### config.mk
export PLATFORM = sky130hd
export DESIGN_NAME = dbp_cell
export DESIGN_NICKNAME = d
export VERILOG_FILES = /design/src/rtl/dbp_pkg.sv /design/src/rtl/dbp_cell.sv
export SDC_FILE = /design/constraint.sdc
export NUM_CORES = 1
export LEC_CHECK = 0
export ABC_AREA = 1
export BUFFER_PORTS_ARGS = -buffer_cell sky130_fd_sc_hd__buf_2
export CORE_ASPECT_RATIO = 0.5
export CORE_MARGIN = 2
export CORE_UTILIZATION = 52
export DETAILED_ROUTE_END_ITERATION = 10
export GPL_TIMING_DRIVEN = 0
export PLACE_DENSITY = 0.86
export SYNTH_ARGS = -nofsm -noshare
export SYNTH_HDL_FRONTEND = slang
export SYNTH_SLANG_ARGS = --single-unit
### constraint.sdc
create_clock -name clk -period 4.9 [get_ports clk]
set_input_delay 0.735 -clock clk [delete_from_list [all_inputs] [get_ports clk]]
set_output_delay 0.735 -clock clk [all_outputs]
set_load 0.05 [all_outputs]
### src/rtl/dbp_pkg.sv
// Shared constants and types for the depth back-projection unit.
// Used by dbp_cell and depth_to_point_backprojection_unit; depends on nothing.
package dbp_pkg;

  localparam int DEPTH_BITS = 16;
  localparam int FRAC_BITS  = 8;
  localparam int CFG_W      = 20;
  localparam int SIZE_W     = 13;
  localparam int POS_W      = 14;
  localparam int MAG_W      = POS_W + FRAC_BITS;
  localparam int PROD_W     = MAG_W + DEPTH_BITS;
  localparam int NUM_W      = PROD_W;
  localparam int REM_W      = CFG_W;
  localparam int XY_W       = 37;
  localparam int MAX_DIM    = 4096;

  localparam logic [2:0] REG_FOCAL_X  = 3'd0;
  localparam logic [2:0] REG_FOCAL_Y  = 3'd1;
  localparam logic [2:0] REG_CENTER_X = 3'd2;
  localparam logic [2:0] REG_CENTER_Y = 3'd3;
  localparam logic [2:0] REG_WIDTH    = 3'd4;
  localparam logic [2:0] REG_HEIGHT   = 3'd5;

  // One division lane: partial remainder, and a word that shifts out dividend
  // bits at the top while quotient bits enter at the bottom.
  typedef struct packed {
    logic [REM_W-1:0] rem;
    logic [NUM_W-1:0] num;
  } dbp_lane_t;

  typedef struct packed {
    logic                  valid;
    dbp_lane_t             lx;
    dbp_lane_t             ly;
    logic [DEPTH_BITS-1:0] z;
    logic                  eor;
    logic                  eof;
    logic                  negx;
    logic                  negy;
  } dbp_cell_t;

endpackage

### src/rtl/dbp_cell.sv
// One restoring-division cell: produces one quotient bit for the x and y lanes.
// Depends on dbp_pkg.
module dbp_cell import dbp_pkg::*; (
  input  logic             clk,
  input  logic             rst_n,
  input  logic             adv,
  input  logic [CFG_W-1:0] fx,
  input  logic [CFG_W-1:0] fy,
  input  dbp_cell_t        d_in,
  output dbp_cell_t        d_out
);

  function automatic dbp_lane_t div_step(dbp_lane_t l, logic [CFG_W-1:0] f);
    logic [REM_W:0] t;
    logic [REM_W:0] df;
    dbp_lane_t      r;
    t = {l.rem, l.num[NUM_W-1]};
    df = {1'b0, f};
    r.num = {l.num[NUM_W-2:0], 1'b0};
    if (t >= df) begin
      r.rem = REM_W'(t - df);
      r.num[0] = 1'b1;
    end else begin
      r.rem = t[REM_W-1:0];
    end
    return r;
  endfunction

  dbp_cell_t data_r, data_nxt;
  logic      valid_r;

  always_comb begin
    data_nxt = d_in;
    data_nxt.lx = div_step(d_in.lx, fx);
    data_nxt.ly = div_step(d_in.ly, fy);
  end

  always_ff @(posedge clk) begin
    if (adv) data_r <= data_nxt;
  end

  always_ff @(posedge clk) begin
    if (!rst_n) begin
      valid_r <= 1'b0;
    end else if (adv) begin
      valid_r <= d_in.valid;
    end
  end

  always_comb begin
    d_out = data_r;
    d_out.valid = valid_r;
  end

endmodule

==> impl_metrics.toml, run 1 <==
[clocking]
htreeDepth = 4
numCtsBuffers = 17
post_cts_buffers = 0
clk_path_buf_depth = 2
worst_setup_hold_path_clk_slew_ns = 0.07
worstSkewPairLatency_ns = 0.41
hold_buffers = 0
cts_tree = "done"
post_cts_resized = 0
cts_sinks = 137
cts-root-buf = "clkbuf_16"

[yosys]
ys_warn_count = 0
synth_top_area_frac = 0.5423
synth_edf_count = 136
synth.area.top_cells = "edfxtp_1, nand2_1, ha_1"
synth_seq_cells = 137
ys_seq_area_frac = 0.5449
synth_ff_type = "edfxtp_1"
yosys.area.top_type = "edfxtp_1"
ys_top_cells_by_count = "nand2_1, edfxtp_1, inv_1, nor2_1, nand3_1"
synth_cell_types = 32
synth.avg_cell_area_sq_um = 9.229
async_flop_share = 0
netlist_instances = 816
synth.cell_area_sq_um = 7531
synth_most_common_cell = "nand2_1"
syn_nets = 1038

[worst_setup_path]
path_max_fanout = 3
startpoint_type = "input port"
cpPeakStageDelay_ns = 0.43
worst_setup_path_end_kind = "flop"
critPathRequiredTime_ns = 5.06
r2r_end = "valid_r"
setup.worst_path.start = "d_in[57]"
crit_chain = "buf_2 > inv_1 > ha_1 > fa_1 > inv_1 > nand2_1 > nand3_1 > nand2_1 > nand2_1 > nand2_1 > nand2_1 > nand2_1 > nand3_1 > nand2_1"
slowest_stage = "fa_1"
rrSetupSlack_ns = 4.27
crit_arrival_ns = 2.45
cpMostUsedCell = "nand2_1"
r2r_cells = 2
r2r_start = "valid_r"
path_class = "in2reg"

[final_layout]
final_nets = 1374
drive_gt1_frac = 0.3511
syn_to_final_growth_pct = 32.71
post-route-util = 0.6983
instances_no_fill = 1364
nFillCells = 1119

[drt]
num_vias = 6630
wl_met2_mm = 10.27
drt-pass1-iter-count = 5
viasPerCell = 4.861
drc = 0
drt_iter0_markers = 430
met3_length_mm = 1.017
postRouteWirelength_mm = 20.21
highest_layer = "met4"
drtAntennaViolNets = 0
wl_met1_mm = 8.582
detail_route.wl_per_cell_um = 14.81

[min_path]
min-delay-start = "d_in[53]"
min_delay_path_depth = 1
holdPathEnd = "d_out[54]"
hold_class = "in2reg"

[floorplan]
start_util = 0.5262
fp.dieH_um = 89.10
die_area_sq_um = 15520
ioPinCount = 317
die_w_um = 174.2
row_count = 31
fp.coreArea_sq_um = 14310

[grt]
grt_max_degree = 113
groute.usage.overall = 0.2479
grt_pass1_wl_mm = 30.08
grt_pass1_vias = 6288
grt-ovfl-total = 0
antenna_found_initial = 0

[timing]
worst_slew_pin_slew_ns = 0.6263
period_needed_ns = 2.282
tns_ns = 0
worst_hold_slack_ns = 0.4934
rsz0062_at_grt = "false"
hold_viol_final = 0
min_period_over_period = 0.4657
max_freq_ghz = 0.4382
fin_skew_ns = 0
setup_violations = 0
drv_slew = 0
worst_slew_margin_rel = 0.5825

[power_and_ir_drop]
total_power_mw = 3.846
power_density_nw_per_um2 = 384.8
irDropWorstVdd_uv = 193.9
p_leak_nw = 5.127

[placement]
dp_hpwl_mm = 15.36
port_buffers = 316
dp_cells = 1331
place_congestion = 0.8843

[flow_run]
maxCapViolCount = 0

[run_status]
run_status = "finished clean"
[stage by stage]
stage / setup slack, ns / cell area [sq um]
2_1_floorplan: 2.633 / 7531
3_3_place_gp: 1.571 / 9360
3_5_place_dp: 2.248 / 9394
4_1_cts: 2.668 / 9992
5_1_grt: 2.528 / 9992
6_report: 2.618 / 9995
[cell type report]
type / count / area [sq um] / share of cell area
Antenna cell: 1 / 2.502 / 0.0002504
Buffer: 7 / 87.58 / 0.008763
Clock buffer: 19 / 442.9 / 0.04432
Clock inverter: 13 / 155.1 / 0.01552
Inverter: 139 / 531.8 / 0.05320
Multi-Input combinational cell: 533 / 2808 / 0.2809
Sequential cell: 137 / 4104 / 0.4106
Tap cell: 198 / 247.7 / 0.02479
Timing Repair Buffer: 317 / 1615 / 0.1616
[layer usage]
metal	vias up	GRT usage
met2	247	0.4455
li1	3305	-
met4	0	0.08327
met1	3041	0.3103
met5	-	0
met3	37	0.04549
[kinds of logic (layout without fill, tap and decap cells)]
logic type	Yosys count	after routing	share of synthesized area
other	0	1	0
DFF	137	137	0.5449
adders and majority gates	42	42	0.07177
buffers and inverters	146	495	0.08224
xor gates and xnor gates	18	18	0.02093
and+or+nand+nor	431	431	0.2490
AOI/OAI and AO/OA	42	42	0.03107
[power by group]
| group | switching (mW) | internal (mW) |
|---|---|---|
| Sequential | 0.0288 | 1.43 |
| Combinational | 0.783 | 0.285 |
| Clock | 0.539 | 0.779 |
[worst max-delay path by stage]
stage,depth (start not counted),to
finish,14,d_out[74]
global route,14,d_out[74]
CTS,13,d_out[74]
detailed placement,13,d_out[74]
global placement,3,valid_r
floorplan,13,d_out[70]
[worst max-delay path: cells and delay by family]
family | cells | cell delay [ns]
AND/OR/NAND/NOR | 9 | 0.79
buffers and inverters | 3 | 0.25
adder cells (fa/ha/maj) | 2 | 0.66
[registers in the layout, indices dropped and copies added (netlist names)]
register  cells
d_out       136
valid_r       1
[placed cells by master, fill, tap and decap left out, drive strengths merged]
cell type  instances
nand3b             9
nand3             51
nor2              59
diode              1
nand2            303
clkbuf            19
and3               1
nand4              2
nor3               6
dfxtp              1
o21a               2
edfxtp           136
clkinvlp           3
xor2              16
bufinv             2
fa                 2
inv              147
a21oi             28
xnor2              2
o21bai             3
ha                40
buf              324
o21ai              9
Power figures use the tool's default switching activity.
==> inputs of run 2 (changes only) <==
ABC_AREA = 0   (was 1)
CORE_UTILIZATION = 48   (was 52)
PLACE_DENSITY = 0.82   (was 0.86)
clock period = 2.2 ns   (was 4.9 ns; I/O delays follow)
==> run 2 against run 1 <==
The flow now finishes with violations (setup timing). Flip-flop and latch count did not move. Global-route usage decreased by 1.7 points. Combinational power is 140% higher. Area after synthesis decreased by 7.9%. Routed wire length down 8.9%. Sequential power is 120% higher. First-iteration DRC count fell by 38%. Setup slack got worse by 2.9 ns. Count of clock-buffer cells in the layout is 1 lower. Final area decreased by 0.64%. Via count is 15% lower. Critical path type unchanged. Largest cell class unchanged.
==> impl_metrics.toml, run 2 <==
[flow_run]
maxCapViolCount = 0

[clocking]
clk_path_buf_depth = 2
cts-root-buf = "clkbuf_16"
numCtsBuffers = 17
htreeDepth = 4
worstSkewPairLatency_ns = 0.40
worst_setup_hold_path_clk_slew_ns = 0.06
cts_sinks = 137
cts_tree = "done"

[final_layout]
post-route-util = 0.7189
instances_no_fill = 1099
fin_area_sq_um = 9931
most-common-layout-cells = "buf_2, edfxtp_1, inv_1"
final_nets = 1115
nFillCells = 1000
final_common_cell = "buf_2"
largest_reg_flops = 136
drive_gt1_frac = 0.5000
syn_to_final_growth_pct = 43.14

[timing]
setup_violations = 20
rsz0062_at_grt = "true"
worst_slew_margin_rel = 0.5948
period_needed_ns = 2.484
tns_ns = -4.691
hold_viol_final = 0
fin_skew_ns = 0
fin_ws_ns = -0.2843
drv_slew = 0
max_freq_ghz = 0.4025
worst_slew_pin_slew_ns = 0.6079
min_period_over_period = 1.129
worst_hold_slack_ns = 0.09236

[yosys]
synth_top_area_frac = 0.5886
async_flop_share = 0
yosys.area.top_type = "edfxtp_1"
synth_edf_count = 136
netlist_instances = 544
synth_most_common_cell = "edfxtp_1"
synth_seq_cells = 137
synth.avg_cell_area_sq_um = 12.75
ys_top_cells_by_count = "edfxtp_1, inv_1, nand2_1, ha_1, a21oi_1"
syn_nets = 766
synth.cell_area_sq_um = 6938
synth.area.top_cells = "edfxtp_1, ha_1, mux2_4"
synth_ff_type = "edfxtp_1"
synth_cell_types = 58
ys_warn_count = 0
ys_seq_area_frac = 0.5915

[drt]
drtAntennaViolNets = 0
drt_iter0_markers = 266
drt-pass1-iter-count = 5
detail_route.wl_per_cell_um = 16.75
drc = 0
num_vias = 5607
postRouteWirelength_mm = 18.41
viasPerCell = 5.102

[run_status]
run_status = "finished, violations left"
violations = "setup timing"

[worst_setup_path]
crit_arrival_ns = 2.64
path_max_fanout = 6
r2r_cells = 2
path_class = "in2reg"
worst_setup_path_end_kind = "flop"
startpoint_type = "input port"
critPathRequiredTime_ns = 2.35

[min_path]
min_delay_path_depth = 1
hold_class = "in2reg"

[power_and_ir_drop]
total_power_mw = 8.593
power_density_nw_per_um2 = 865.3
irDropWorstVdd_uv = 476.4
p_leak_nw = 4.475

[floorplan]
fp.coreArea_sq_um = 13810
fp.dieH_um = 89.01
start_util = 0.5023
die_w_um = 174.0
row_count = 30
ioPinCount = 317
die_area_sq_um = 15490

[grt]
groute.usage.overall = 0.2312
grt-ovfl-total = 0
antenna_found_initial = 1
grt_pass1_vias = 5477
grt_max_degree = 78
grt_pass1_wl_mm = 27.51

[placement]
place_congestion = 0.8764
port_buffers = 316
dp_cells = 1053
place_ws_ns = -0.7939
dp_hpwl_mm = 13.72
place_area_sq_um = 9024
==> run 2: power breakdown <==
| part | total, mW | internal, mW | leakage, nW | switching [mW] |
|---|---|---|---|---|
| registers | 3.27 | 3.20 | 1.34 | 0.0651 |
| logic | 2.59 | 0.863 | 2.87 | 1.73 |
| clock network | 2.74 | 1.58 | 0.270 | 1.15 |
==> run 2: kinds of logic after synthesis <==
group	synth area share
flops	0.5915
compound gates	0.1261
simple gates	0.07899
buf+inv	0.04310
fa+ha+maj	0.07791
xor+xnor	0.03661
mux	0.04581
==> run 2: final timing paths <==
check	start	endpoint	slack [ns]
worst max-delay path	d_in[67]	d_out[72]	-0.28
worst min-delay path	d_in[96]	d_out[97]	0.09
worst max register to register	valid_r	valid_r	1.60
worst min register to register	valid_r	valid_r	0.54
==> run 2: layout make-up <==
type                            instances  area (sq um)  area share
Clock inverter                         14         136.4     0.01373
Tap cell                              192         240.2     0.02419
Inverter                               52         205.2     0.02066
Clock buffer                           18         429.2     0.04322
Timing Repair Buffer                  333          1814      0.1827
Buffer                                  9         92.59    0.009323
Antenna cell                            1         2.502   0.0002520
Multi-Input combinational cell        343          2907      0.2927
Sequential cell                       137          4104      0.4133
==> run 2: timing repair <==
action | CTS | global route
setup endpoints to repair | 32 | 37
cloned | 1 | 0
pin swaps | 12 | 16
hold buffers | 0 | 0
gates resized for setup | 28 | 29
setup buffers | 11 | 4
==> run 2: routing by layer <==
metal  GRT usage  wire [um]  part of all wire  up-vias
li1            -          -                 -     2723
met1      0.2712       7409              0.40     2651
met2      0.4288       9574              0.52      209
met3     0.04889       1098             0.060       24
met4     0.09015        322             0.017        0
met5           0          0                 0        -
==> run 2: critical path, cell delays in order <==
cell and delay, ns:
buf_8 0.10, ha_4 0.23, and3_4 0.19, and2_4 0.16
a211o_1 0.25, a21o_1 0.18, a311o_1 0.40, a31o_4 0.25
buf_12 0.14, buf_8 0.13, mux2_4 0.28
==> inputs of run 3 (changes only) <==
SKIP_CTS_REPAIR_TIMING = 1   (was unset)
==> run 3 against run 2 <==
The run still ends with setup timing left. Maximum frequency is 0.51% higher. Sequential share of layout area is 0.26 points higher. Global-route usage down 0.64 points. Die area is the same. Flip-flop and latch count did not move. First-iteration DRC count up 16%. Non-clock buffer count up 1. Setup slack better by 0.013 ns. Sequential power about the same. Register-to-register slack about the same. Combinational power about the same. Hold slack about the same. Largest power group unchanged.
==> impl_metrics.toml, run 3 (synthesis results as in run 2) <==
[run_status]
run_status = "finished, violations left"
violations = "setup timing"

[grt]
grt.busiest_layer = "met2"
grtUsageMet1 = 0.2660
grt_pass1_vias = 5349
grt_pass1_wl_mm = 26.75
grt.met2_usage = 0.4154
grt-ovfl-total = 0
use_met3 = 0.04634
grt_max_degree = 78
groute.usage.overall = 0.2248
antenna_found_initial = 1

[timing]
drv_slew = 0
worst_hold_slack_ns = 0.09218
setup_violations = 19
period_needed_ns = 2.472
worst_slew_pin_slew_ns = 0.6090
tns_ns = -4.620
fin_skew_ns = 0
rsz0062_at_grt = "true"
hold_viol_final = 0
max_freq_ghz = 0.4046
min_period_over_period = 1.123
worst_slew_margin_rel = 0.5940
fin_ws_ns = -0.2715

[worst_setup_path]
rrSetupSlack_ns = 1.60
r2r_cells = 2
path_max_fanout = 5
r2r_start = "valid_r"
critPathRequiredTime_ns = 2.36
r2r_end = "valid_r"
slowest_stage = "a311o_1"
crit_arrival_ns = 2.63
crit_chain = "buf_6 > inv_4 > ha_4 > buf_6 > a21oi_4 > o21ai_2 > a211o_1 > a21o_1 > a311o_1 > a31o_4 > clkbuf_16 > mux2_4"
cpMostUsedCell = "buf_6"
cpPeakStageDelay_ns = 0.37
startpoint_type = "input port"
worst_setup_path_end_kind = "flop"
path_class = "in2reg"

[min_path]
hold_class = "in2reg"
min_delay_path_depth = 1
min-delay-start = "d_in[96]"
holdPathEnd = "d_out[97]"

[final_layout]
syn_to_final_growth_pct = 42.24
final_nets = 1116
largest_reg_flops = 136
most-common-layout-cells = "buf_2, edfxtp_1, inv_1"
drive_gt1_frac = 0.4884
final_common_cell = "buf_2"

[clocking]
cts_sinks = 137
clk_path_buf_depth = 2
cts_tree = "done"
numCtsBuffers = 17
worstSkewPairLatency_ns = 0.40
cts-root-buf = "clkbuf_16"
worst_setup_hold_path_clk_slew_ns = 0.06
htreeDepth = 4

[power_and_ir_drop]
power_frac_clock = 0.319
p_leak_nw = 4.475
p_sw_frac = 0.3422
irDropWorstVdd_uv = 474.6
power_density_nw_per_um2 = 868.3
netSwitchingPower_mw = 2.932
seqPwrFrac = 0.381
total_power_mw = 8.569
comb_power_share = 0.299
intPower_mw = 5.637

[drt]
num_vias = 5594
drtAntennaViolNets = 0
drt-pass1-iter-count = 5
detail_route.wl_per_cell_um = 16.53
drc = 0
drt_iter0_markers = 308
postRouteWirelength_mm = 18.19
viasPerCell = 5.085

[placement]
dp_hpwl_mm = 13.72
port_buffers = 316
place_congestion = 0.8764

[floorplan]
die_w_um = 174.0
fp.dieH_um = 89.01
start_util = 0.5023
die_area_sq_um = 15490
row_count = 30
ioPinCount = 317
fp.coreArea_sq_um = 13810

[flow_run]
maxCapViolCount = 0
-- run 3: changes by cell type in the layout (fill, tap and decap cells not counted), sizes merged --
cell | previous run | this run
clkbuf | 23 | 26
buf | 337 | 335
clkinv | 4 | 3
inv | 58 | 59
-- run 3: final cells by class --
| class | instances | area (sq um) |
|---|---|---|
| antenna | 1 | 2.502 |
| buffer | 10 | 106.4 |
| clock buffer | 18 | 429.2 |
| clock inverter | 14 | 136.4 |
| fill | 1013 | 3945 |
| inverter | 52 | 205.2 |
| multi-input combinational | 343 | 2855 |
| sequential | 137 | 4104 |
| tap | 192 | 240.2 |
| timing repair buffer | 333 | 1789 |
-- run 3: how the worst max path moves through the flow --
stage,from,to,slack [ns],depth (start not counted)
after floorplan,d_in[67],d_out[60],-0.54,10
after global placement,adv,valid_r,-0.81,3
after detailed placement,d_in[67],d_out[73],-0.79,11
after CTS,d_in[67],d_out[73],-0.36,11
after global routing,d_in[65],d_out[61],-0.30,11
final,fy[8],d_out[61],-0.27,12
-- run 3: per-layer routing --
layer	vias up	wire length, um
met1	2635	7459
met4	0	325
met5	-	0
li1	2728	-
met2	203	9377
met3	28	1023
-- run 3: worst max-delay path: cells and delay by family --
family,cells,cell delay [ns]
AOI/OAI and AO/OA,6,1.38
adders and majority gates,1,0.18
buffers and inverters,4,0.44
muxes,1,0.30
-- run 3: metrics by stage --
| step | area, sq um | util | setup WS [ns] | instances |
|---|---|---|---|---|
| after detailed placement | 9024 | 0.6533 | -0.7939 | 1053 |
| after global placement | 8990 | 0.6508 | -0.8076 | 1052 |
| final | 9868 | 0.7144 | -0.2715 | 1100 |
| after CTS | 9589 | 0.6942 | -0.3640 | 1085 |
| after floorplan | 7168 | - | -0.5356 | 544 |
| after global routing | 9868 | 0.7144 | -0.2980 | 1100 |
-- run 3: power groups by stage --
stage               Combinational (mW)  Clock [mW]  Sequential (mW)
floorplan                        0.835           0             4.28
global placement                  2.41           0             3.32
detailed placement                2.45           0             3.32
global route                      2.71        2.89             3.29
CTS                               2.46        2.79             3.27
finish                            2.56        2.74             3.27
